## config.mk

```make
export PLATFORM = sky130hd
export DESIGN_NAME = sha256_stream_hasher
export DESIGN_NICKNAME = d
export VERILOG_FILES = /design/src/sha_pkg.sv /design/src/sha_round.sv /design/src/sha_ram.sv /design/src/sha256_stream_hasher.sv
export SDC_FILE = /design/constraint.sdc
export NUM_CORES = 2
export LEC_CHECK = 0
export BUFFER_PORTS_ARGS = -buffer_cell sky130_fd_sc_hd__clkbuf_2
export CORE_ASPECT_RATIO = 0.8
export CORE_MARGIN = 3
export CORE_UTILIZATION = 45
export CTS_CLUSTER_DIAMETER = 200
export DETAILED_ROUTE_END_ITERATION = 10
export SETUP_SLACK_MARGIN = 0.1
export SLEW_MARGIN = 20
export SYNTH_ARGS = -nofsm -noshare
export SYNTH_HDL_FRONTEND = slang
export SYNTH_HIERARCHICAL = 1
export SYNTH_SLANG_ARGS = --single-unit
```

## constraint.sdc

```tcl
create_clock -name aclk -period 16.7 [get_ports aclk]
set_input_delay 5.01 -clock aclk [delete_from_list [all_inputs] [get_ports aclk]]
set_output_delay 5.01 -clock aclk [all_outputs]
set_load 0.02 [all_outputs]
```

## src/sha_pkg.sv

```systemverilog
// Package: SHA-256 constants, mode, word and round-unit port types, and helper functions.
package sha_pkg;

    typedef enum logic [1:0] {
        MODE_ABSORB   = 2'd0,
        MODE_FINALIZE = 2'd1,
        MODE_RESTART  = 2'd2,
        MODE_UNUSED   = 2'd3
    } mode_t;

    typedef logic [31:0] word_t;

    // Command from the controller to the round unit
    typedef struct packed {
        logic start;
        logic init;
    } rnd_ctrl_t;

    // Status from the round unit
    typedef struct packed {
        logic busy;
        logic done;
    } rnd_stat_t;

    function automatic word_t round_k(input logic [5:0] idx);
        word_t k;
        unique case (idx)
            6'd0: k = 32'h428a2f98; 6'd1: k = 32'h71374491; 6'd2: k = 32'hb5c0fbcf;
            6'd3: k = 32'he9b5dba5; 6'd4: k = 32'h3956c25b; 6'd5: k = 32'h59f111f1;
            6'd6: k = 32'h923f82a4; 6'd7: k = 32'hab1c5ed5; 6'd8: k = 32'hd807aa98;
            6'd9: k = 32'h12835b01; 6'd10: k = 32'h243185be; 6'd11: k = 32'h550c7dc3;
            6'd12: k = 32'h72be5d74; 6'd13: k = 32'h80deb1fe; 6'd14: k = 32'h9bdc06a7;
            6'd15: k = 32'hc19bf174; 6'd16: k = 32'he49b69c1; 6'd17: k = 32'hefbe4786;
            6'd18: k = 32'h0fc19dc6; 6'd19: k = 32'h240ca1cc; 6'd20: k = 32'h2de92c6f;
            6'd21: k = 32'h4a7484aa; 6'd22: k = 32'h5cb0a9dc; 6'd23: k = 32'h76f988da;
            6'd24: k = 32'h983e5152; 6'd25: k = 32'ha831c66d; 6'd26: k = 32'hb00327c8;
            6'd27: k = 32'hbf597fc7; 6'd28: k = 32'hc6e00bf3; 6'd29: k = 32'hd5a79147;
            6'd30: k = 32'h06ca6351; 6'd31: k = 32'h14292967; 6'd32: k = 32'h27b70a85;
            6'd33: k = 32'h2e1b2138; 6'd34: k = 32'h4d2c6dfc; 6'd35: k = 32'h53380d13;
            6'd36: k = 32'h650a7354; 6'd37: k = 32'h766a0abb; 6'd38: k = 32'h81c2c92e;
            6'd39: k = 32'h92722c85; 6'd40: k = 32'ha2bfe8a1; 6'd41: k = 32'ha81a664b;
            6'd42: k = 32'hc24b8b70; 6'd43: k = 32'hc76c51a3; 6'd44: k = 32'hd192e819;
            6'd45: k = 32'hd6990624; 6'd46: k = 32'hf40e3585; 6'd47: k = 32'h106aa070;
            6'd48: k = 32'h19a4c116; 6'd49: k = 32'h1e376c08; 6'd50: k = 32'h2748774c;
            6'd51: k = 32'h34b0bcb5; 6'd52: k = 32'h391c0cb3; 6'd53: k = 32'h4ed8aa4a;
            6'd54: k = 32'h5b9cca4f; 6'd55: k = 32'h682e6ff3; 6'd56: k = 32'h748f82ee;
            6'd57: k = 32'h78a5636f; 6'd58: k = 32'h84c87814; 6'd59: k = 32'h8cc70208;
            6'd60: k = 32'h90befffa; 6'd61: k = 32'ha4506ceb; 6'd62: k = 32'hbef9a3f7;
            default: k = 32'hc67178f2;
        endcase
        return k;
    endfunction

    function automatic word_t init_h(input logic [2:0] idx);
        word_t h;
        unique case (idx)
            3'd0: h = 32'h6a09e667; 3'd1: h = 32'hbb67ae85;
            3'd2: h = 32'h3c6ef372; 3'd3: h = 32'ha54ff53a;
            3'd4: h = 32'h510e527f; 3'd5: h = 32'h9b05688c;
            3'd6: h = 32'h1f83d9ab; default: h = 32'h5be0cd19;
        endcase
        return h;
    endfunction

    function automatic word_t ror32(input word_t v, input int n);
        return (v >> n) | (v << (32 - n));
    endfunction

endpackage

```

## src/sha_round.sv

```systemverilog
// Round unit: one SHA-256 round per cycle over a 16-word schedule window.
module sha_round
    import sha_pkg::*;
(
    input  logic        aclk,
    input  logic        aresetn,
    input  rnd_ctrl_t   ctrl,
    input  word_t       w_in,       // block word loaded during rounds 0..15
    input  word_t       hash_in [8],
    output rnd_stat_t   stat,
    output word_t       work_out [8]
);

    word_t       wv_reg [8];
    word_t       win_reg [16];
    logic [5:0]  rnd_reg;
    logic        busy_reg;
    logic        done_reg;

    word_t w_cur, s0, s1, t1, t2, w_new;

    // Schedule word for this round
    always_comb begin
        s0 = ror32(win_reg[1], 7) ^ ror32(win_reg[1], 18) ^ (win_reg[1] >> 3);
        s1 = ror32(win_reg[14], 17) ^ ror32(win_reg[14], 19) ^ (win_reg[14] >> 10);
        w_new = win_reg[0] + s0 + win_reg[9] + s1;
        w_cur = (rnd_reg < 6'd16) ? w_in : w_new;
        t1 = wv_reg[7] + (ror32(wv_reg[4], 6) ^ ror32(wv_reg[4], 11) ^ ror32(wv_reg[4], 25))
           + ((wv_reg[4] & wv_reg[5]) ^ (~wv_reg[4] & wv_reg[6])) + round_k(rnd_reg) + w_cur;
        t2 = (ror32(wv_reg[0], 2) ^ ror32(wv_reg[0], 13) ^ ror32(wv_reg[0], 22))
           + ((wv_reg[0] & wv_reg[1]) ^ (wv_reg[0] & wv_reg[2]) ^ (wv_reg[1] & wv_reg[2]));
    end

    // Advance one round per cycle
    always_ff @(posedge aclk) begin
        if (!aresetn) begin
            busy_reg <= 1'b0;
            done_reg <= 1'b0;
            rnd_reg  <= '0;
        end else begin
            done_reg <= 1'b0;
            if (ctrl.start) begin
                busy_reg <= 1'b1;
                rnd_reg  <= '0;
            end else if (busy_reg) begin
                rnd_reg <= rnd_reg + 6'd1;
                if (rnd_reg == 6'd63) begin
                    busy_reg <= 1'b0;
                    done_reg <= 1'b1;
                end
            end
        end
    end

    always_ff @(posedge aclk) begin
        if (ctrl.start) begin
            for (int i = 0; i < 8; i++) wv_reg[i] <= hash_in[i];
        end else if (busy_reg) begin
            wv_reg[7] <= wv_reg[6];
            wv_reg[6] <= wv_reg[5];
            wv_reg[5] <= wv_reg[4];
            wv_reg[4] <= wv_reg[3] + t1;
            wv_reg[3] <= wv_reg[2];
            wv_reg[2] <= wv_reg[1];
            wv_reg[1] <= wv_reg[0];
            wv_reg[0] <= t1 + t2;
            for (int i = 0; i < 15; i++) win_reg[i] <= win_reg[i+1];
            win_reg[15] <= w_cur;
        end
    end

    assign stat.busy = busy_reg | ctrl.init;
    assign stat.done = done_reg;
    always_comb for (int i = 0; i < 8; i++) work_out[i] = wv_reg[i];

endmodule

```

## src/sha_ram.sv

```systemverilog
// Generic single-port-write, registered-read RAM.
module sha_ram #(
    parameter int WIDTH = 8,
    parameter int DEPTH = 64
) (
    input  logic                     aclk,
    input  logic                     we,
    input  logic [$clog2(DEPTH)-1:0] waddr,
    input  logic [WIDTH-1:0]         wdata,
    input  logic [$clog2(DEPTH)-1:0] raddr,
    output logic [WIDTH-1:0]         rdata
);

    logic [WIDTH-1:0] mem_reg [DEPTH];

    always_ff @(posedge aclk) begin
        if (we) mem_reg[waddr] <= wdata;
        rdata <= mem_reg[raddr];
    end

endmodule

```

## src/sha256_stream_hasher.sv

```systemverilog
// Top level: SHA-256 byte-stream hasher with sequencer, block RAM and round unit.
//
// Absorb items are taken one per cycle while idle; the 64th byte of a block then
// holds off the input through a start state, a wait on the shared round unit
// (which runs its 64 rounds one per cycle from a word-wide block RAM) and an
// add of the result into the hash. Finalize writes padding one byte per cycle
// (up to 72 bytes over two padding blocks), runs one or two compressions and
// emits eight digest items (a repeated finalize only re-emits them); restart
// reloads the eight initial hash values. No clearing pass.
module sha256_stream_hasher
    import sha_pkg::*;
(
    input  logic        aclk,
    input  logic        aresetn,
    input  logic        s_tvalid,
    output logic        s_tready,
    input  logic [7:0]  s_tdata,   // [7:0] data_byte
    input  logic [1:0]  s_tuser,   // [1:0] mode
    output logic        m_tvalid,
    input  logic        m_tready,
    output logic [39:0] m_tdata,   // [31:0] digest_word, [34:32] word_index, zero fill
    output logic        m_tlast    // last_word
);

    typedef enum logic [6:0] {
        ST_IDLE = 7'b0000001,
        ST_COMP = 7'b0000010,
        ST_WAIT = 7'b0000100,
        ST_PAD  = 7'b0001000,
        ST_ADD  = 7'b0010000,
        ST_EMIT = 7'b0100000,
        ST_INIT = 7'b1000000
    } state_t;

    state_t      state_reg;
    word_t       hash_reg [8];
    logic [5:0]  fill_reg;
    logic [60:0] len_reg;
    logic        done_reg;
    logic [5:0]  pos_reg;
    logic        final_reg;    // pad phase writes length and finishes
    logic        closing_reg;  // compression belongs to finalize
    logic [2:0]  idx_reg;
    logic [5:0]  rcnt_reg;
    logic [3:0]  init_reg;

    rnd_ctrl_t   rctrl;
    rnd_stat_t   rstat;
    word_t       work [8];
    word_t       ram_rdata;
    logic        ram_we;
    logic [3:0]  ram_waddr, ram_raddr;
    logic [1:0]  ram_lane;
    logic [7:0]  ram_byte;
    logic [31:0] ram_wdata;
    logic [63:0] bits;
    logic [3:0]  lane_we;

    logic acc;
    assign acc = s_tvalid & s_tready;
    assign s_tready = (state_reg == ST_IDLE);
    assign bits = {len_reg, 3'b000};

    // Byte write source: absorb or padding
    always_comb begin
        ram_byte = s_tdata;
        ram_waddr = fill_reg[5:2];
        ram_lane = fill_reg[1:0];
        ram_we = acc && (mode_t'(s_tuser) == MODE_ABSORB) && !done_reg;
        if (state_reg == ST_PAD) begin
            ram_waddr = pos_reg[5:2];
            ram_lane = pos_reg[1:0];
            ram_we = 1'b1;
            if (pos_reg == fill_reg && !final_reg) ram_byte = 8'h80;
            else if (final_reg && pos_reg >= 6'd56)
                ram_byte = 8'(bits >> (6'(7) - 6'(pos_reg - 6'd56)) * 8);
            else ram_byte = 8'h00;
        end
        ram_wdata = {4{ram_byte}};
        lane_we = 4'b0001 << (2'd3 - ram_lane);
    end

    // Rounds 0..15 read word rcnt; read ahead by one for the registered RAM
    assign ram_raddr = (state_reg == ST_COMP) ? 4'd0 : 4'(rcnt_reg + 6'd1);

    // Four byte-lane RAMs form the 16-word block store
    for (genvar g = 0; g < 4; g++) begin : g_lane
        sha_ram #(.WIDTH(8), .DEPTH(16)) u_ram (
            .aclk  (aclk),
            .we    (ram_we & lane_we[g]),
            .waddr (ram_waddr),
            .wdata (ram_wdata[g*8 +: 8]),
            .raddr (ram_raddr),
            .rdata (ram_rdata[g*8 +: 8])
        );
    end

    assign rctrl.start = (state_reg == ST_COMP);
    assign rctrl.init  = 1'b0;

    sha_round u_round (
        .aclk     (aclk),
        .aresetn  (aresetn),
        .ctrl     (rctrl),
        .w_in     (ram_rdata),
        .hash_in  (hash_reg),
        .stat     (rstat),
        .work_out (work)
    );

    // Sequencer
    always_ff @(posedge aclk) begin
        if (!aresetn) begin
            state_reg <= ST_INIT;
            fill_reg <= '0;
            len_reg <= '0;
            done_reg <= 1'b0;
            idx_reg <= '0;
            init_reg <= '0;
            pos_reg <= '0;
            final_reg <= 1'b0;
            closing_reg <= 1'b0;
            rcnt_reg <= '0;
        end else begin
            unique case (state_reg)
                ST_INIT: begin
                    hash_reg[init_reg[2:0]] <= init_h(init_reg[2:0]);
                    init_reg <= init_reg + 4'd1;
                    if (init_reg == 4'd7) begin
                        init_reg <= '0;
                        fill_reg <= '0;
                        len_reg <= '0;
                        done_reg <= 1'b0;
                        state_reg <= ST_IDLE;
                    end
                end
                ST_IDLE: begin
                    if (acc) begin
                        unique case (mode_t'(s_tuser))
                            MODE_ABSORB: if (!done_reg) begin
                                fill_reg <= fill_reg + 6'd1;
                                len_reg <= len_reg + 61'd1;
                                if (fill_reg == 6'd63) begin
                                    closing_reg <= 1'b0;
                                    state_reg <= ST_COMP;
                                end
                            end
                            MODE_FINALIZE: begin
                                idx_reg <= '0;
                                if (done_reg) state_reg <= ST_EMIT;
                                else begin
                                    pos_reg <= fill_reg;
                                    final_reg <= 1'b0;
                                    closing_reg <= 1'b1;
                                    state_reg <= ST_PAD;
                                end
                            end
                            MODE_RESTART: state_reg <= ST_INIT;
                            default: ;
                        endcase
                    end
                end
                ST_PAD: begin
                    pos_reg <= pos_reg + 6'd1;
                    if (!final_reg && pos_reg == 6'd55 && fill_reg < 6'd56) final_reg <= 1'b1;
                    else if (pos_reg == 6'd63) begin
                        // Block of padding complete: compress it
                        state_reg <= ST_COMP;
                    end
                end
                ST_COMP: begin
                    rcnt_reg <= '0;
                    state_reg <= ST_WAIT;
                end
                ST_WAIT: begin
                    rcnt_reg <= rcnt_reg + 6'd1;
                    if (rstat.done) state_reg <= ST_ADD;
                end
                ST_ADD: begin
                    for (int i = 0; i < 8; i++) hash_reg[i] <= hash_reg[i] + work[i];
                    if (!closing_reg) state_reg <= ST_IDLE;
                    else if (!final_reg) begin
                        // Marker did not leave room for the length
                        final_reg <= 1'b1;
                        pos_reg <= '0;
                        state_reg <= ST_PAD;
                    end else begin
                        fill_reg <= '0;
                        done_reg <= 1'b1;
                        idx_reg <= '0;
                        state_reg <= ST_EMIT;
                    end
                end
                ST_EMIT: begin
                    if (m_tready) begin
                        idx_reg <= idx_reg + 3'd1;
                        if (idx_reg == 3'd7) state_reg <= ST_IDLE;
                    end
                end
                default: state_reg <= ST_IDLE;
            endcase
        end
    end

    assign m_tvalid = (state_reg == ST_EMIT);
    assign m_tdata  = {5'd0, idx_reg, hash_reg[idx_reg]};
    assign m_tlast  = (idx_reg == 3'd7);

    // Input is held off while results are pending
    a_no_ready_emit: assert property (@(posedge aclk) disable iff (!aresetn)
        m_tvalid |-> !s_tready) else $error("ready during digest output");
    // Round unit only finishes while the sequencer waits on it
    a_done_wait: assert property (@(posedge aclk) disable iff (!aresetn)
        rstat.done |-> state_reg == ST_WAIT) else $error("stray round done");
    // Digest output only after the message is closed
    a_emit_done: assert property (@(posedge aclk) disable iff (!aresetn)
        m_tvalid |-> done_reg) else $error("digest before close");

endmodule

```

==> impl_metrics.yaml <==
global_route:
  grtUsageMet1_pct: 44.6
  grt_busiest_layer: "met1"
  grt_overflow: 0
  grt_pass1_vias: 61400
  grt_pass1_wl_um: 437000
  track_usage_pct: 27.5
  antenna_found_initial: 16
  grt_util_met3_pct: 7.89
  use_met2_pct: 36.3
  grt_max_degree: 180
clocking:
  clock_latency_ns: 0.85
  htreeDepth: 4
  cts_tree: "yes"
  root_buffer: "clkbuf_16"
  postCtsSetupRepairBufs: 0
  hold_buffers: 0
  clk_pin_slew_worst_paths_ns: 0.06
  cts_buffers: 177
  clock-sinks: 1702
  cts_resized: 0
  clock_path_buffers: 3
sta:
  final.setup_skew_ns: 0.0920
  relSlewSlack_pct: 16.6
  rsz0062_at_grt: "false"
  fin_setup_tns_ns: 0
  worst_slew_pin_slew_ns: 1.25
  period_minus_slack_ns: 11.56
  finalSetupViolCount: 0
  period_share_pct: 69.2
  fmax_ghz: 0.0865
  hold_violations: 0
  hold_ws_ns: 0.387
  finalMaxSlewViolations: 0
detailed_routing:
  firstDrtPassIters: 6
  wl_um: 304000
  vias_per_cell: 6.02
  remaining_drc_errors: 0
  antenna_left: 0
  vias: 66200
  drt_iter0_drc: 8831
  wl_per_cell_um: 27.6
worst_setup_path:
  worst_r2r_endpoint: "u_round/wv_reg[0][31]$_DFFE_PP_"
  slowest_delay_ns: 0.74
  reg2reg_from: "u_round/win_reg[0][36]$_DFFE_PP_"
  r2r_slack_ns: 5.14
  startpoint_type: "register"
  required_ns: 17.35
  crit_type: "register to register"
  rr_worst_depth: 44
  crit_fanout: 6
  slowest_stage: "a2111oi_0"
  endpoint_kind: "register"
  cp_top_family: "adder cells"
  cp_num_buf_inv: 7
  crit_cells: 44
  worstPathArrival_ns: 12.21
pwr:
  switching_share_pct: 28.4
  finalPower_mw: 10.4
  powerDensity_nw_per_um2: 100
  p_leak_nw: 39.0
  ir_worst_vdd_mv: 0.0954
  pwr-share-clk_pct: 38.5
  comb_power_share_pct: 15.1
  power_frac_seq_pct: 46.4
  switchingPower_mw: 2.96
  p_int_mw: 7.46
placement:
  hpwl_um: 223000
  place_area_sq_um: 97800
  place.gp.congestion: 0.999
  portBuffers: 51
layout:
  final_area_sq_um: 104000
  area_delta_synth_final_pct: 9.94
  drive_above_1_share_pct: 9.72
  finalNetCount: 8647
min_path:
  whs_endpoint: "u_round/win_reg[5][34]$_DFFE_PP_"
  min-delay-path-class: "register to register"
  whs_path_depth: 0
  worstHoldStart: "u_round/win_reg[6][2]$_DFFE_PP_"
floorplan:
  io_pins: 57
  start_util_pct: 45.5
  die_area_sq_um: 215000
  core_sq_um: 207000
  rows: 149
  die_w_um: 518
  die_y_um: 416
flow_run:
  drv_cap: 0
synthesis:
  avgSynthCellArea_sq_um: 11.7
  yosysWarnings: 6
  syn_area_sq_um: 94400
  synth_cells: 8048
run_status:
  outcome: "complete, no violations"
==> power groups by stage <==
stage               logic [mW]  registers [mW]  clock network (mW)
finish                    1.57            4.84                4.02
global route              1.66            4.84                4.28
CTS                       1.51            4.83                4.11
detailed placement        1.50            4.93                   0
global placement          1.49            4.92                   0
floorplan                0.867            4.88                   0
==> area by class of cell <==
type                            instances  area [sq um]
Clock buffer                          233          4820
Tap cell                             2793          3490
Inverter                              541          2040
Sequential cell                      1702         49500
Antenna cell                            8          20.0
Fill cell                           18500        104000
Timing Repair Buffer                  176          1260
Clock inverter                         97          1110
Multi-Input combinational cell       5434         41500
==> layer usage <==
metal	vias to the layer above	share of wire, %
li1	29300	-
met5	-	0.0089
met4	4	1.5
met2	3348	39
met3	313	12
met1	33200	47
==> stage by stage <==
step                      utilization (%)  setup WS, ns  std cells
after floorplan                         -          7.08       8052
after global placement               47.2          5.50      10600
after detailed placement             47.2          5.46      10600
after CTS                            50.0          5.37      11000
after global routing                 50.0          4.48      11000
final                                50.0          5.14      11000
==> how the worst max path moves through the flow <==
stage	from	to	slack, ns
6_report	u_round/win_reg[0][36]$_DFFE_PP_	u_round/wv_reg[0][31]$_DFFE_PP_	5.14
5_1_grt	u_round/win_reg[0][36]$_DFFE_PP_	u_round/wv_reg[0][31]$_DFFE_PP_	4.48
4_1_cts	u_round/win_reg[0][36]$_DFFE_PP_	u_round/wv_reg[0][31]$_DFFE_PP_	5.37
3_5_place_dp	u_round/win_reg[0][36]$_DFFE_PP_	u_round/wv_reg[0][31]$_DFFE_PP_	5.46
3_3_place_gp	u_round/win_reg[0][36]$_DFFE_PP_	u_round/wv_reg[0][31]$_DFFE_PP_	5.50
2_1_floorplan	u_round/win_reg[0][36]$_DFFE_PP_	u_round/wv_reg[0][26]$_DFFE_PP_	7.08
==> layout by cell type, fill, tap and decap left out, drive strengths merged, types with 15 or more instances in the layout <==
| cell type | n |
|---|---|
| xor2 | 298 |
| a31oi | 59 |
| o31ai | 26 |
| nor2b | 41 |
| nand3b | 16 |
| a211oi | 51 |
| a311oi | 22 |
| ha | 406 |
| clkinv | 77 |
| edfxtp | 1536 |
| a21o | 198 |
| mux2 | 88 |
| o311ai | 19 |
| and2 | 30 |
| a221oi | 15 |
| nand3 | 186 |
| clkbuf | 284 |
| a21oi | 430 |
| nor3 | 83 |
| o21bai | 65 |
| nor2 | 403 |
| buf | 125 |
| o22ai | 109 |
| o21a | 49 |
| a22oi | 68 |
| or3 | 44 |
| mux2i | 23 |
| nand2 | 1062 |
| o211ai | 41 |
| inv | 541 |
| nand4 | 44 |
| or2 | 15 |
| mux4 | 205 |
| o21ai | 480 |
| a21boi | 17 |
| dfxtp | 166 |
| nand2b | 50 |
| and3 | 60 |
| fa | 195 |
| xnor2 | 366 |
(Power assumes the default switching activity.)
